**src/hdl/tile_matrix_multiply_accumulate_top_assert.svh**
```systemverilog
// assertion macros for the tile multiply-accumulate block
`ifndef TILE_MATRIX_MULTIPLY_ACCUMULATE_TOP_ASSERT_SVH
`define TILE_MATRIX_MULTIPLY_ACCUMULATE_TOP_ASSERT_SVH

// same-cycle implication
`define TMMA_ASSERT_IMPL(label, clk, rst_n, ante, cons) \
    label: assert property (@(posedge clk) disable iff (!rst_n) (ante) |-> (cons)) \
        else $error("tmma check failed");

// next-cycle implication
`define TMMA_ASSERT_NEXT(label, clk, rst_n, ante, cons) \
    label: assert property (@(posedge clk) disable iff (!rst_n) (ante) |=> (cons)) \
        else $error("tmma check failed");

`endif

```
**src/hdl/tmma_pkg.sv**
```systemverilog
package tmma_pkg;

    localparam int TILE_DEF          = 8;
    localparam int OPERAND_WIDTH_DEF = 16;
    localparam int ACC_WIDTH_DEF     = 40;
    localparam int QUEUE_DEPTH       = 2;

    typedef enum logic [1:0] {
        MODE_LOAD_B  = 2'd0,
        MODE_ACC     = 2'd1,
        MODE_READ    = 2'd2,
        MODE_PRELOAD = 2'd3
    } t_mode;

endpackage

```
**src/hdl/tmma_queue.sv**
```systemverilog
module tmma_queue #(
    parameter int WIDTH = 8,
    parameter int DEPTH = tmma_pkg::QUEUE_DEPTH,
    localparam int PW   = $clog2(DEPTH),
    localparam int CW   = $clog2(DEPTH + 1)
) (
    input  logic             i_clk,
    input  logic             i_rst_n,
    input  logic             i_push,
    input  logic [WIDTH-1:0] i_data,
    input  logic             i_pop,
    output logic [WIDTH-1:0] o_data,
    output logic             o_full,
    output logic             o_empty
);
    logic [WIDTH-1:0] r_mem [DEPTH];
    logic [PW-1:0]    r_wr, n_wr, r_rd, n_rd;
    logic [CW-1:0]    r_cnt, n_cnt;

    always_comb begin
        n_wr  = r_wr;
        n_rd  = r_rd;
        n_cnt = r_cnt;
        if (i_push) begin
            n_wr = (r_wr == PW'(DEPTH - 1)) ? '0 : r_wr + 1'b1;
        end
        if (i_pop) begin
            n_rd = (r_rd == PW'(DEPTH - 1)) ? '0 : r_rd + 1'b1;
        end
        if (i_push && !i_pop) begin
            n_cnt = r_cnt + 1'b1;
        end else if (!i_push && i_pop) begin
            n_cnt = r_cnt - 1'b1;
        end
    end

    always_ff @(posedge i_clk) begin
        if (!i_rst_n) begin
            r_wr  <= '0;
            r_rd  <= '0;
            r_cnt <= '0;
        end else begin
            r_wr  <= n_wr;
            r_rd  <= n_rd;
            r_cnt <= n_cnt;
        end
    end

    always_ff @(posedge i_clk) begin
        if (i_push) begin
            r_mem[r_wr] <= i_data;
        end
    end

    assign o_data  = r_mem[r_rd];
    assign o_full  = (r_cnt == CW'(DEPTH));
    assign o_empty = (r_cnt == '0);
endmodule

```
**config.mk**
```make
export PLATFORM = sky130hd
export DESIGN_NAME = tmma_queue
export DESIGN_NICKNAME = d
export VERILOG_FILES = /design/src/hdl/tile_matrix_multiply_accumulate_top_assert.svh /design/src/hdl/tmma_pkg.sv /design/src/hdl/tmma_queue.sv
export SDC_FILE = /design/constraint.sdc
export NUM_CORES = 1
export LEC_CHECK = 0
export ABC_AREA = 0
export BUFFER_PORTS_ARGS = -buffer_cell sky130_fd_sc_hd__buf_2
export CAP_MARGIN = 20
export CORE_MARGIN = 2
export CORE_UTILIZATION = 40
export DETAILED_ROUTE_END_ITERATION = 8
export MAX_ROUTING_LAYER = met4
export PLACE_DENSITY = 0.69
export SETUP_SLACK_MARGIN = 0.05
export SLEW_MARGIN = 20
export SYNTH_ARGS = -nofsm -noshare
export SYNTH_HDL_FRONTEND = slang
export SYNTH_SLANG_ARGS = --single-unit
```
**constraint.sdc**
```tcl
create_clock -name i_clk -period 1.6 [get_ports i_clk]
set_clock_uncertainty 0.1 [all_clocks]
set_input_delay 0.4 -clock i_clk [delete_from_list [all_inputs] [get_ports i_clk]]
set_output_delay 0.4 -clock i_clk [all_outputs]
set_load 0.01 [all_outputs]
```
# Word level (Yosys, flattened, before mapping)
# Memories as Yosys holds them, arrays and structs flattened. A register that Yosys moved wholly into a read port is not among the register bits.
# Cells that the tools add are included.
# word_totals
ff_bits,4
ram_bits,16
input_bits,12
out_inout_bits,10
wordCells,23
mem_count,1
# mem_list
memory,words,width,read_ports,rd_ports_with_merged_regs,wr,line,text
r_mem,2,8,1,1,1,tmma_queue.sv:16,logic [WIDTH-1:0] r_mem [DEPTH];
# classes
n_addsub,4
n_eq_ne,1
muxes,8
reduce_logical,6
# op_table
operator,count
$mux 1,6
$mux 2,2
$add 1x1->1 const B,2
$add 2x1->2 const B,1
$eq 2x2->1 const B,1
$logic_and 1x1->1,2
$logic_not 1->1,2
$logic_not 2->1,1
$reduce_bool 2->1,1
$sub 2x1->2 const B,1

# Longest topological paths before layout
# Gate-level depths: netlist (run 1).
# depth
ltp_word,4
depth_mapped,5
mapped_depth_nobuf,5

# Worst setup path after synthesis (run 1)
# No wires, ideal clock.
# synth_timing
kind,in2reg
startpoint,input port i_pop
endpoint,register r_cnt[1]
setup_time_ns,0.070
arrival_ns,1.198
t_required_ns,1.430
slack_ns,0.232
stages,4
n_path_buf,0
cell_sequence,inv_1 -> ha_1 -> or3_1 -> a21boi_1
# synth_between
elab_chain_cells,3
elab_cells_between_ends,5
classes_between,1 x mux; 4 x reduce/logical
# synth_rtl
item,line,text
"start, declared",tmma_queue.sv:11,"input logic i_pop,"
$logic_not 1->1,tmma_queue.sv:30,if (i_push && !i_pop) begin
$logic_and 1x1->1,tmma_queue.sv:30,
$mux 2 / $reduce_bool 2->1 (equally long branches),n/a,
"end signal, assigned",tmma_queue.sv:45,r_cnt <= n_cnt;
"end, declared",tmma_queue.sv:18,"logic [CW-1:0] r_cnt, n_cnt;"
# Several ways; a longest one is shown, not always the timed one.
# A chain may end at the register's enable or synchronous reset.

==> results of run 1 <==
[final cells by class]
| type | count | area, sq um |
|---|---|---|
| fill | 162 | 850 |
| sequential | 21 | 583 |
| multi-input combinational | 24 | 235 |
| timing repair buffer | 24 | 190 |
| tap | 27 | 33.8 |
| clock buffer | 4 | 26.3 |
| inverter | 1 | 3.75 |
[cell families (layout without fill, tap and decap cells)]
logic type,after synthesis,count (layout),synth area share (%)
flops,21,21,73.1
simple gates,9,9,7.09
mux,8,8,11.3
compound gates,3,3,2.52
xor+xnor,3,3,3.31
buf+inv,2,29,1.10
fa+ha+maj,1,1,1.57
[path summary, 6_finish.rpt]
check                      to  slack (ns)       from
setup / recovery    o_data[3]       -0.11   register
hold / removal    r_mem[1][4]        0.19  i_data[4]
setup reg to reg     r_cnt[1]        0.34   r_cnt[0]
hold reg to reg      r_cnt[1]        0.43   r_cnt[1]
[state kept, by name, summed over array words and instances (netlist names), named ones only]
| register | count |
|---|---|
| r_wr | 1 |
| r_rd | 1 |
| r_cnt | 2 |
| r_mem | 16 |
[layout by cell type (no fill, tap or decap)]
cell type                  Yosys  routed
sky130_fd_sc_hd__a21boi_1      1       1
sky130_fd_sc_hd__and2_1        4       4
sky130_fd_sc_hd__and2b_2       1       1
sky130_fd_sc_hd__buf_12        0       1
sky130_fd_sc_hd__buf_2         1      13
sky130_fd_sc_hd__buf_4         0       2
sky130_fd_sc_hd__buf_6         0       8
sky130_fd_sc_hd__clkbuf_1      0       1
sky130_fd_sc_hd__clkbuf_4      0       3
sky130_fd_sc_hd__dfxtp_1       5       3
sky130_fd_sc_hd__dfxtp_2       0       2
sky130_fd_sc_hd__edfxtp_1     16      16
sky130_fd_sc_hd__ha_1          1       1
sky130_fd_sc_hd__inv_1         1       1
sky130_fd_sc_hd__mux2_4        0       8
sky130_fd_sc_hd__nor2_1        1       1
sky130_fd_sc_hd__nor2b_1       2       2
sky130_fd_sc_hd__o21a_1        1       1
sky130_fd_sc_hd__o21ai_0       1       1
sky130_fd_sc_hd__or3_1         1       1
sky130_fd_sc_hd__xnor2_1       1       1
sky130_fd_sc_hd__xor2_1        2       2
[routing by layer]
layer / share of wire (%) / track usage (%) / wire (um) / up-vias
met5: 0 / - / 0 / -
met4: 0.74 / 7.14 / 9 / 0
met3: 4.2 / 2.78 / 51 / 2
met2: 52 / 18.8 / 629 / 14
met1: 43 / 15.4 / 528 / 206
li1: - / - / - / 224
[timing repair]
action,CTS,global route
hold endpoints to repair,0,0
pin swaps,0,0
resized for setup,18,0
buffers inserted,0,1
setup endpoints to repair,9,9
[critical path, delay by kind of cell (launching register included)]
family                 cells  cell delay [ns]
multiplexers               1             0.31
buffers and inverters      2             0.25
flip-flops                 1             0.36
[through the flow]
step,std cells,TNS (ns)
2_1_floorplan,47,0
3_3_place_gp,96,0
3_5_place_dp,96,0
4_1_cts,100,-0.882
5_1_grt,101,-1.26
6_report,101,-0.844
[power breakdown]
group	internal [mW]	switching, mW
clock	0.0968	0.144
combinational	0.127	0.0828
sequential	0.625	0.0143
==> impl_metrics.env, run 1 <==
export IMPL_clkSlewWorstSetupHoldPaths_ns=0.11
export IMPL_core_rowCount=16
export IMPL_hpwlAfterDp_um=816
export IMPL_worst_hold_path_type="input pin to register"
export IMPL_synth_edf_count=16
export IMPL_main_synth_ff_type="sky130_fd_sc_hd__edfxtp_1"
export IMPL_antenna_violating_nets_post_route=0
export IMPL_vias_in_the_first_global_route=480
export IMPL_syn_to_final_growth_pct=35.0
export IMPL_p_total_mw=1.09
export IMPL_failed_checks="setup timing"
export IMPL_syn_num_nets=60
export IMPL_fp_coreArea_sq_mm=0.00192
export IMPL_vdd_ir_drop_worst_mv=0.582
export IMPL_yosysTopAreaCellShare_pct=60.5
export IMPL_total_routing_usage_reported_by_global_routing_pct=12.4
export IMPL_slew_violations=0
export IMPL_die_span_in_x_um=48.6
export IMPL_power_per_cell_area_mw_per_mm2=1020
export IMPL_path_cells="buf_12 -> mux2_4 -> buf_6"
export IMPL_final_period_utilization_pct=107
export IMPL_die_area_sq_mm=0.00236
export IMPL_routed_via_count=446
export IMPL_worst_hold_path_num_cells=1
export IMPL_postCtsHoldBufs=0
export IMPL_place_port_buffers=21
export IMPL_drtIter0Drc=2
export IMPL_viasPerCell=4.42
export IMPL_yosysSeqAreaShare_pct=73.1
export IMPL_tritoncts_num_sinks=21
export IMPL_routed_wirelength_um=1220
export IMPL_nets=88
export IMPL_worst_path_largest_cell_delay_ns=0.36
export IMPL_setup_viol=8
export IMPL_setup_ws_ns=-0.113
export IMPL_dr_pass1_iters=3
export IMPL_timing_reg2reg_worst_path_depth=4
export IMPL_final_hold_worst_slack_ns=0.192
export IMPL_netlist_top_cells_count="sky130_fd_sc_hd__edfxtp_1, sky130_fd_sc_hd__mux2_2, sky130_fd_sc_hd__dfxtp_1, sky130_fd_sc_hd__and2_1"
export IMPL_final_util_pct=55.8
export IMPL_wl_per_cell_um=12.1
export IMPL_crit_path_top_delay_cell="sky130_fd_sc_hd__dfxtp_2"
export IMPL_period_minus_slack_ns=1.71
export IMPL_syn_inst=47
export IMPL_arrival_ns=1.21
export IMPL_initial_standard_cell_utilization_of_the_core_pct=41.3
export IMPL_antenna_cells_inserted=0
export IMPL_post_route_cells_drive_above_1_share_pct=51.4
export IMPL_clock_tree_from_tritoncts="yes"
export IMPL_timing_critical_path_required_ns=1.10
export IMPL_critPathCaptureType="output pin"
export IMPL_synth_most_common_cell="sky130_fd_sc_hd__edfxtp_1"
export IMPL_setup_worst_path_class="register to output pin"
export IMPL_placedInstanceArea_sq_um=956
export IMPL_cp_start_kind="register"
export IMPL_grt_start_max_net_pins=12
export IMPL_synth_cell_types=16
export IMPL_tightestPinTransition_ns=0.392
export IMPL_leakage_power_total_nw=0.444
export IMPL_cts_max_path_buffers=2
export IMPL_drc=0
export IMPL_crit_path_max_fanout=8
export IMPL_cts_made_buffers=3
export IMPL_post_synth_cell_area_avg_sq_um=16.9
export IMPL_dpl_worst_slack_ns=0.0272
export IMPL_hold_violations=0
export IMPL_clockRootBuffer="sky130_fd_sc_hd__clkbuf_4"
export IMPL_wire_length_of_the_first_global_routing_pass_um=2110
export IMPL_post_synth_instance_area_sq_um=795
export IMPL_clock_latency_ns=0.28
export IMPL_globalRouteOverflowTotal=0
export IMPL_post_synth_main_area_contributors="sky130_fd_sc_hd__edfxtp_1, sky130_fd_sc_hd__dfxtp_1, sky130_fd_sc_hd__mux2_2, sky130_fd_sc_hd__and2_1, sky130_fd_sc_hd__xor2_1"
export IMPL_die_h_um=48.6
export IMPL_postSynthRegisterBits=21
export IMPL_globalplace_congestion=0.631
export IMPL_synth_warnings=0
export IMPL_worst_slew_margin_rel_pct=73.9
export IMPL_max_cap_violations=0
export IMPL_io_pin_count=22
export IMPL_clock_tree_htree_level_count=1
export IMPL_outcome="complete, but fails checks"
export IMPL_antenna_found_initial=0
export IMPL_synthArstFlopShare_pct=0
export IMPL_synth_top_cell_by_area="sky130_fd_sc_hd__edfxtp_1"
export IMPL_stdcell_area_sq_mm=0.00107
export IMPL_rsz0062_at_grt="yes"
export IMPL_timing_fmax_ghz=0.584
Note: power is estimated with default switching activity, not from simulation.
==> run 2: changes to the inputs <==
--- a/config.mk
+++ b/config.mk
@@ -5,7 +5,7 @@
 export SDC_FILE = /design/constraint.sdc
 export NUM_CORES = 1
 export LEC_CHECK = 0
-export ABC_AREA = 0
+export ABC_AREA = 1
 export BUFFER_PORTS_ARGS = -buffer_cell sky130_fd_sc_hd__buf_2
 export CAP_MARGIN = 20
 export CORE_MARGIN = 2
@@ -18,3 +18,4 @@
 export SYNTH_ARGS = -nofsm -noshare
 export SYNTH_HDL_FRONTEND = slang
 export SYNTH_SLANG_ARGS = --single-unit
+export TNS_END_PERCENT = 30
==> impl_metrics.env, run 2 <==
export IMPL_hpwlAfterDp_um=856
export IMPL_setup_worst_path_class="register to output pin"
export IMPL_drc=0
export IMPL_hold_end="r_mem[1][4]"
export IMPL_syn_inst=58
export IMPL_clock_latency_ns=0.29
export IMPL_synth_top_family_by_area="multiplexers"
export IMPL_critPathCaptureType="output pin"
export IMPL_tritoncts_num_sinks=21
export IMPL_post_synthesis_adder_cell_area_fraction_pct=1.56
export IMPL_power_share_switching_pct=23.4
export IMPL_largest_register_ff_count=16
export IMPL_die_span_in_x_um=48.8
export IMPL_max_cap_violations=0
export IMPL_clock_tree_htree_level_count=1
export IMPL_leakage_power_total_nw=0.463
export IMPL_top_register_by_number_of_flip_flops="r_mem"
export IMPL_p_int_mw=0.820
export IMPL_slew_violations=0
export IMPL_met2_usage_grt_pct=18.5
export IMPL_synth_area_in_compound_gates_pct=1.24
export IMPL_timing_fmax_ghz=0.592
export IMPL_synthArstFlopShare_pct=0
export IMPL_cts_made_buffers=3
export IMPL_footprint_of_the_multi_input_gates_sq_um=215
export IMPL_timing_reg2reg_worst_path_depth=2
export IMPL_clkSlewWorstSetupHoldPaths_ns=0.11
export IMPL_final_layout_setup_total_negative_slack_ns=-0.638
export IMPL_post_synth_main_area_contributors="sky130_fd_sc_hd__edfxtp_1, sky130_fd_sc_hd__dfxtp_1, sky130_fd_sc_hd__mux2_2, sky130_fd_sc_hd__inv_1, sky130_fd_sc_hd__nor2_1"
export IMPL_yosysTopAreaCellShare_pct=59.7
export IMPL_grt_start_max_net_pins=13
export IMPL_arrival_ns=1.19
export IMPL_pwr_share_comb_pct=16.6
export IMPL_vias_in_the_first_global_route=503
export IMPL_fp_coreArea_sq_mm=0.00192
export IMPL_setup_viol=8
export IMPL_die_area_sq_mm=0.00239
export IMPL_synth_cell_types=16
export IMPL_power_per_cell_area_mw_per_mm2=1010
export IMPL_core_rowCount=16
export IMPL_reg2reg_slack_ns=0.49
export IMPL_post_place_cells=106
export IMPL_hold_violations=0
export IMPL_hold_path_startpoint="i_data[4]"
export IMPL_postCtsHoldBufs=0
export IMPL_syn_to_final_growth_pct=31.4
export IMPL_synthXorXnorAreaFrac_pct=1.09
export IMPL_post_synth_cell_area_avg_sq_um=13.9
export IMPL_antenna_cells_inserted=0
export IMPL_gr_usage_met1_pct=12.8
export IMPL_antenna_found_initial=0
export IMPL_viasPerCell=4.39
export IMPL_vdd_ir_drop_worst_mv=0.449
export IMPL_drtIter0Drc=0
export IMPL_nets=97
export IMPL_layout_cells_most_common="sky130_fd_sc_hd__edfxtp_1"
export IMPL_postSynthRegisterBits=21
export IMPL_synth_edf_count=16
export IMPL_period_minus_slack_ns=1.69
export IMPL_wl_per_cell_um=11.0
export IMPL_routed_via_count=483
export IMPL_outcome="complete, but fails checks"
export IMPL_rsz0062_at_grt="yes"
export IMPL_setup_ws_ns=-0.0880
export IMPL_p_total_mw=1.07
export IMPL_final_hold_worst_slack_ns=0.183
export IMPL_post_synth_instance_area_sq_um=805
export IMPL_gr_busiest_metal="met2"
export IMPL_io_pin_count=22
export IMPL_p_switching_mw=0.250
export IMPL_globalRouteOverflowTotal=0
export IMPL_cp_start_kind="register"
export IMPL_synth_top_cell_by_area="sky130_fd_sc_hd__edfxtp_1"
export IMPL_power_clock_fraction_pct=22.8
export IMPL_worst_slew_margin_rel_pct=77.0
export IMPL_routed_wirelength_um=1210
export IMPL_most_used_cells_in_the_layout_excluding_fill_and_tap_cells="sky130_fd_sc_hd__edfxtp_1, sky130_fd_sc_hd__buf_2, sky130_fd_sc_hd__mux2_4, sky130_fd_sc_hd__inv_1, sky130_fd_sc_hd__buf_6"
export IMPL_worst_hold_path_num_cells=1
export IMPL_die_h_um=48.8
export IMPL_worst_hold_path_type="input pin to register"
export IMPL_dr_pass1_iters=1
export IMPL_synth_warnings=0
export IMPL_main_synth_ff_type="sky130_fd_sc_hd__edfxtp_1"
export IMPL_syn_num_nets=71
export IMPL_yosysSeqAreaShare_pct=72.2
export IMPL_place_port_buffers=21
export IMPL_post_cts_setup_buffer_count=0
export IMPL_worstReg2RegStart="r_wr"
export IMPL_stdcell_count=110
export IMPL_clock_tree_from_tritoncts="yes"
export IMPL_wire_length_of_the_first_global_routing_pass_um=2070
export IMPL_timing_critical_path_required_ns=1.10
export IMPL_netlist_top_cells_count="sky130_fd_sc_hd__edfxtp_1, sky130_fd_sc_hd__inv_1, sky130_fd_sc_hd__mux2_2, sky130_fd_sc_hd__nor2_1, sky130_fd_sc_hd__dfxtp_1"
export IMPL_dpl_worst_slack_ns=0.0605
export IMPL_final_period_utilization_pct=105
export IMPL_failed_checks="setup timing"
export IMPL_power_share_sequential_pct=60.6
export IMPL_total_routing_usage_reported_by_global_routing_pct=11.9
export IMPL_tightestPinTransition_ns=0.345
export IMPL_sequential_cell_area_sq_um=584
export IMPL_synth_simple_area_share_pct=7.93
export IMPL_num_fill_cells=180
export IMPL_globalRouteMet3Util_pct=3.99
export IMPL_globalplace_congestion=0.666
export IMPL_initial_standard_cell_utilization_of_the_core_pct=41.9
export IMPL_cts_max_path_buffers=2
export IMPL_clockRootBuffer="sky130_fd_sc_hd__clkbuf_4"
export IMPL_antenna_violating_nets_post_route=0
export IMPL_post_synthesis_mux_area_share_pct=11.2
export IMPL_worstReg2RegEnd="r_mem[1][6]"
export IMPL_layout_top_registers="r_mem: 16 flops, r_cnt: 2 flops"
export IMPL_crit_path_max_fanout=8
export IMPL_post_route_cells_drive_above_1_share_pct=44.6
export IMPL_synth_most_common_cell="sky130_fd_sc_hd__edfxtp_1"
[run 2: cell types whose count changed in the layout (fill, tap and decap cells not counted), moves of 2 or more]
cell | previous run | this run
sky130_fd_sc_hd__xor2_1 | 2 | 0
sky130_fd_sc_hd__and2_1 | 4 | 0
sky130_fd_sc_hd__nor2_1 | 1 | 7
sky130_fd_sc_hd__dfxtp_2 | 2 | 0
sky130_fd_sc_hd__inv_1 | 1 | 8
sky130_fd_sc_hd__nand2_1 | 0 | 4
sky130_fd_sc_hd__nor2b_1 | 2 | 0
[run 2: worst max path at each step]
stage / start / endpoint / cells past startpoint
2_1_floorplan: register / o_data[0] / 2
3_3_place_gp: register / o_data[1] / 2
3_5_place_dp: register / o_data[2] / 2
4_1_cts: register / o_data[3] / 2
5_1_grt: register / o_data[3] / 2
6_report: register / o_data[4] / 2
[run 2: power by group through the flow]
stage	Clock (mW)	Combinational (mW)	Sequential (mW)
floorplan	0	0.0902	0.646
detailed placement	0	0.138	0.657
finish	0.244	0.177	0.648
global placement	0	0.134	0.655
CTS	0.251	0.178	0.649
global route	0.273	0.193	0.654
[run 2: worst max-delay path, cell delays in order, from the launching register on]
cell and delay [ns]:
sky130_fd_sc_hd__dfxtp_4 0.45, sky130_fd_sc_hd__mux2_4 0.32, sky130_fd_sc_hd__buf_6 0.13
[run 2: metrics by stage]
stage	area, sq um	utilization [%]
after floorplan	805	-
after global placement	946	49.2
after CTS	1060	55.0
final	1060	55.0
after detailed placement	946	49.2
after global routing	1060	55.0
[run 2: final cells by class]
class | instances | share of cell area, %
timing repair buffer | 22 | 15.4
multi-input combinational | 27 | 20.4
clock inverter | 1 | 0.473
sequential | 21 | 55.3
tap | 27 | 3.20
clock buffer | 3 | 2.13
inverter | 9 | 3.20
[run 2: what timing repair did]
action                                  CTS  global route
pin swaps                                 0             0
endpoints found under the setup margin    8             8
hold endpoints to repair                  0             0
resized for setup                        18             0
[run 2: kinds of logic after synthesis]
| family | after synthesis |
|---|---|
| flip-flops | 21 |
| AND/OR/NAND/NOR | 15 |
| buffers and inverters | 10 |
| multiplexers | 8 |
| AO/OA/AOI/OAI | 2 |
| XOR/XNOR | 1 |
| adder cells (fa/ha/maj) | 1 |
[run 2: per-layer routing]
metal | part of all wire [%] | vias up | routed length, um
li1 | - | 247 | -
met1 | 41 | 217 | 500
met2 | 49 | 17 | 600
met3 | 7.0 | 2 | 85
met4 | 2.2 | 0 | 27
met5 | 0 | - | 0
==> run 3: changes to the inputs <==
--- a/config.mk
+++ b/config.mk
@@ -5,7 +5,6 @@
 export SDC_FILE = /design/constraint.sdc
 export NUM_CORES = 1
 export LEC_CHECK = 0
-export ABC_AREA = 1
 export BUFFER_PORTS_ARGS = -buffer_cell sky130_fd_sc_hd__buf_2
 export CAP_MARGIN = 20
 export CORE_MARGIN = 2
==> impl_metrics.env, run 3 (synthesis results as in run 1) <==
export IMPL_clock_latency_ns=0.28
export IMPL_antenna_violating_nets_post_route=0
export IMPL_slew_violations=0
export IMPL_power_per_cell_area_mw_per_mm2=1020
export IMPL_worstReg2RegEnd="r_mem[1][2]"
export IMPL_place_port_buffers=21
export IMPL_postCtsHoldBufs=0
export IMPL_setup_worst_path_class="register to output pin"
export IMPL_tritoncts_num_sinks=21
export IMPL_stdcell_area_sq_mm=0.00107
export IMPL_stdcell_count=100
export IMPL_io_pin_count=22
export IMPL_viasPerCell=4.46
export IMPL_largest_register_ff_count=16
export IMPL_routed_via_count=446
export IMPL_timing_critical_path_required_ns=1.10
export IMPL_hold_violations=0
export IMPL_worstReg2RegStart="r_wr"
export IMPL_routed_wirelength_um=1220
export IMPL_post_cts_resized_instances=18
export IMPL_path_cells="buf_12 -> mux2_4 -> buf_6"
export IMPL_syn_to_final_growth_pct=34.8
export IMPL_tightestPinTransition_ns=0.391
export IMPL_worst_path_largest_cell_delay_ns=0.36
export IMPL_crit_path_max_fanout=8
export IMPL_most_used_cells_in_the_layout_excluding_fill_and_tap_cells="sky130_fd_sc_hd__edfxtp_1, sky130_fd_sc_hd__buf_2, sky130_fd_sc_hd__buf_6"
export IMPL_clkSlewWorstSetupHoldPaths_ns=0.11
export IMPL_vias_in_the_first_global_route=480
export IMPL_crit_path_top_delay_cell="sky130_fd_sc_hd__dfxtp_2"
export IMPL_wl_per_cell_um=12.2
export IMPL_timing_reg2reg_worst_path_depth=1
export IMPL_top_register_by_number_of_flip_flops="r_mem"
export IMPL_cp_start_kind="register"
export IMPL_antenna_cells_inserted=0
export IMPL_post_route_cells_drive_above_1_share_pct=50.7
export IMPL_clock_tree_htree_level_count=1
export IMPL_drc=0
export IMPL_layout_top_registers="r_mem: 16 flops, r_cnt: 2 flops"
export IMPL_clock_tree_from_tritoncts="yes"
export IMPL_max_cap_violations=0
export IMPL_fp_coreArea_sq_mm=0.00192
export IMPL_failed_checks="setup timing"
export IMPL_placedInstanceArea_sq_um=956
export IMPL_total_routing_usage_reported_by_global_routing_pct=12.4
export IMPL_antenna_found_initial=0
export IMPL_globalRouteOverflowTotal=0
export IMPL_worst_hold_path_type="input pin to register"
export IMPL_setup_viol=8
export IMPL_worst_slew_margin_rel_pct=73.9
export IMPL_final_period_utilization_pct=107
export IMPL_drtIter0Drc=0
export IMPL_cts_max_path_buffers=2
export IMPL_initial_standard_cell_utilization_of_the_core_pct=41.3
export IMPL_core_rowCount=16
export IMPL_post_cts_setup_buffer_count=0
export IMPL_rsz0062_at_grt="yes"
export IMPL_arrival_ns=1.21
export IMPL_clockRootBuffer="sky130_fd_sc_hd__clkbuf_4"
export IMPL_vdd_ir_drop_worst_mv=0.578
export IMPL_setup_ws_ns=-0.114
export IMPL_wire_length_of_the_first_global_routing_pass_um=2110
export IMPL_critical_path_end="o_data[3]"
export IMPL_nets=87
export IMPL_critPathCaptureType="output pin"
export IMPL_reg2reg_slack_ns=0.43
export IMPL_num_fill_cells=160
export IMPL_outcome="complete, but fails checks"
export IMPL_die_span_in_x_um=48.6
export IMPL_post_place_cells=96
export IMPL_globalplace_congestion=0.631
export IMPL_leakage_power_total_nw=0.439
export IMPL_dr_pass1_iters=1
export IMPL_timing_fmax_ghz=0.584
export IMPL_period_minus_slack_ns=1.71
export IMPL_die_area_sq_mm=0.00236
export IMPL_layout_cells_most_common="sky130_fd_sc_hd__edfxtp_1"
export IMPL_cts_made_buffers=3
export IMPL_die_h_um=48.6
export IMPL_grt_start_max_net_pins=12
export IMPL_hpwlAfterDp_um=816
[run 3: cell count changes in the layout (fill, tap and decap cells not counted), moves of 4 or more]
cell and change:
sky130_fd_sc_hd__and2_1 +4, sky130_fd_sc_hd__inv_1 -7, sky130_fd_sc_hd__nand2_1 -4, sky130_fd_sc_hd__nor2_1 -6
[run 3: worst min path at each step]
stage                    from  cells after the start          end  slack (ns)
floorplan            r_cnt[1]                      2     r_cnt[1]        0.37
global placement     r_cnt[1]                      2     r_cnt[1]        0.39
detailed placement   r_cnt[1]                      2     r_cnt[1]        0.43
CTS                 i_data[2]                      1  r_mem[1][2]        0.18
global route        i_data[7]                      1  r_mem[0][7]        0.17
finish              i_data[4]                      1  r_mem[1][4]        0.19
[run 3: critical path, delay by kind of cell (launching register included)]
family   cells  cell delay (ns)
buf+inv      2             0.25
flops        1             0.36
mux          1             0.31
[run 3: per-stage QoR]
| step | setup WS, ns | hold slack [ns] | TNS (ns) | utilization [%] | power (mW) |
|---|---|---|---|---|---|
| 2_1_floorplan | 0.232 | 0.366 | 0 | - | 0.740 |
| 3_3_place_gp | 0.0976 | 0.393 | 0 | 49.7 | 0.807 |
| 3_5_place_dp | 0.0272 | 0.429 | 0 | 49.7 | 0.812 |
| 4_1_cts | -0.113 | 0.183 | -0.882 | 55.4 | 1.10 |
| 5_1_grt | -0.164 | 0.169 | -1.26 | 55.7 | 1.14 |
| 6_report | -0.114 | 0.191 | -0.850 | 55.7 | 1.09 |
[run 3: final cells by class]
class	instances	area (sq um)	share of cell area [%]
Sequential cell	21	583	54.4
Inverter	1	3.75	0.350
Tap cell	27	33.8	3.15
Timing Repair Buffer	23	189	17.6
Multi-Input combinational cell	24	235	22.0
Clock buffer	4	26.3	2.45
[run 3: per-layer routing]
layer / routed length (um) / track usage (%) / vias up
met3: 53 / 2.78 / 2
met4: 8 / 7.14 / 0
li1: - / - / 221
met5: 0 / - / -
met2: 628 / 18.8 / 14
met1: 524 / 15.4 / 209
[run 3: report_power, final]
group          leakage (nW)  internal (mW)  total (mW)  switching [mW]
Combinational         0.232          0.126       0.206          0.0801
Clock                0.0150         0.0968       0.240           0.143
Sequential            0.192          0.625       0.642          0.0166
Total                 0.439          0.848        1.09           0.239
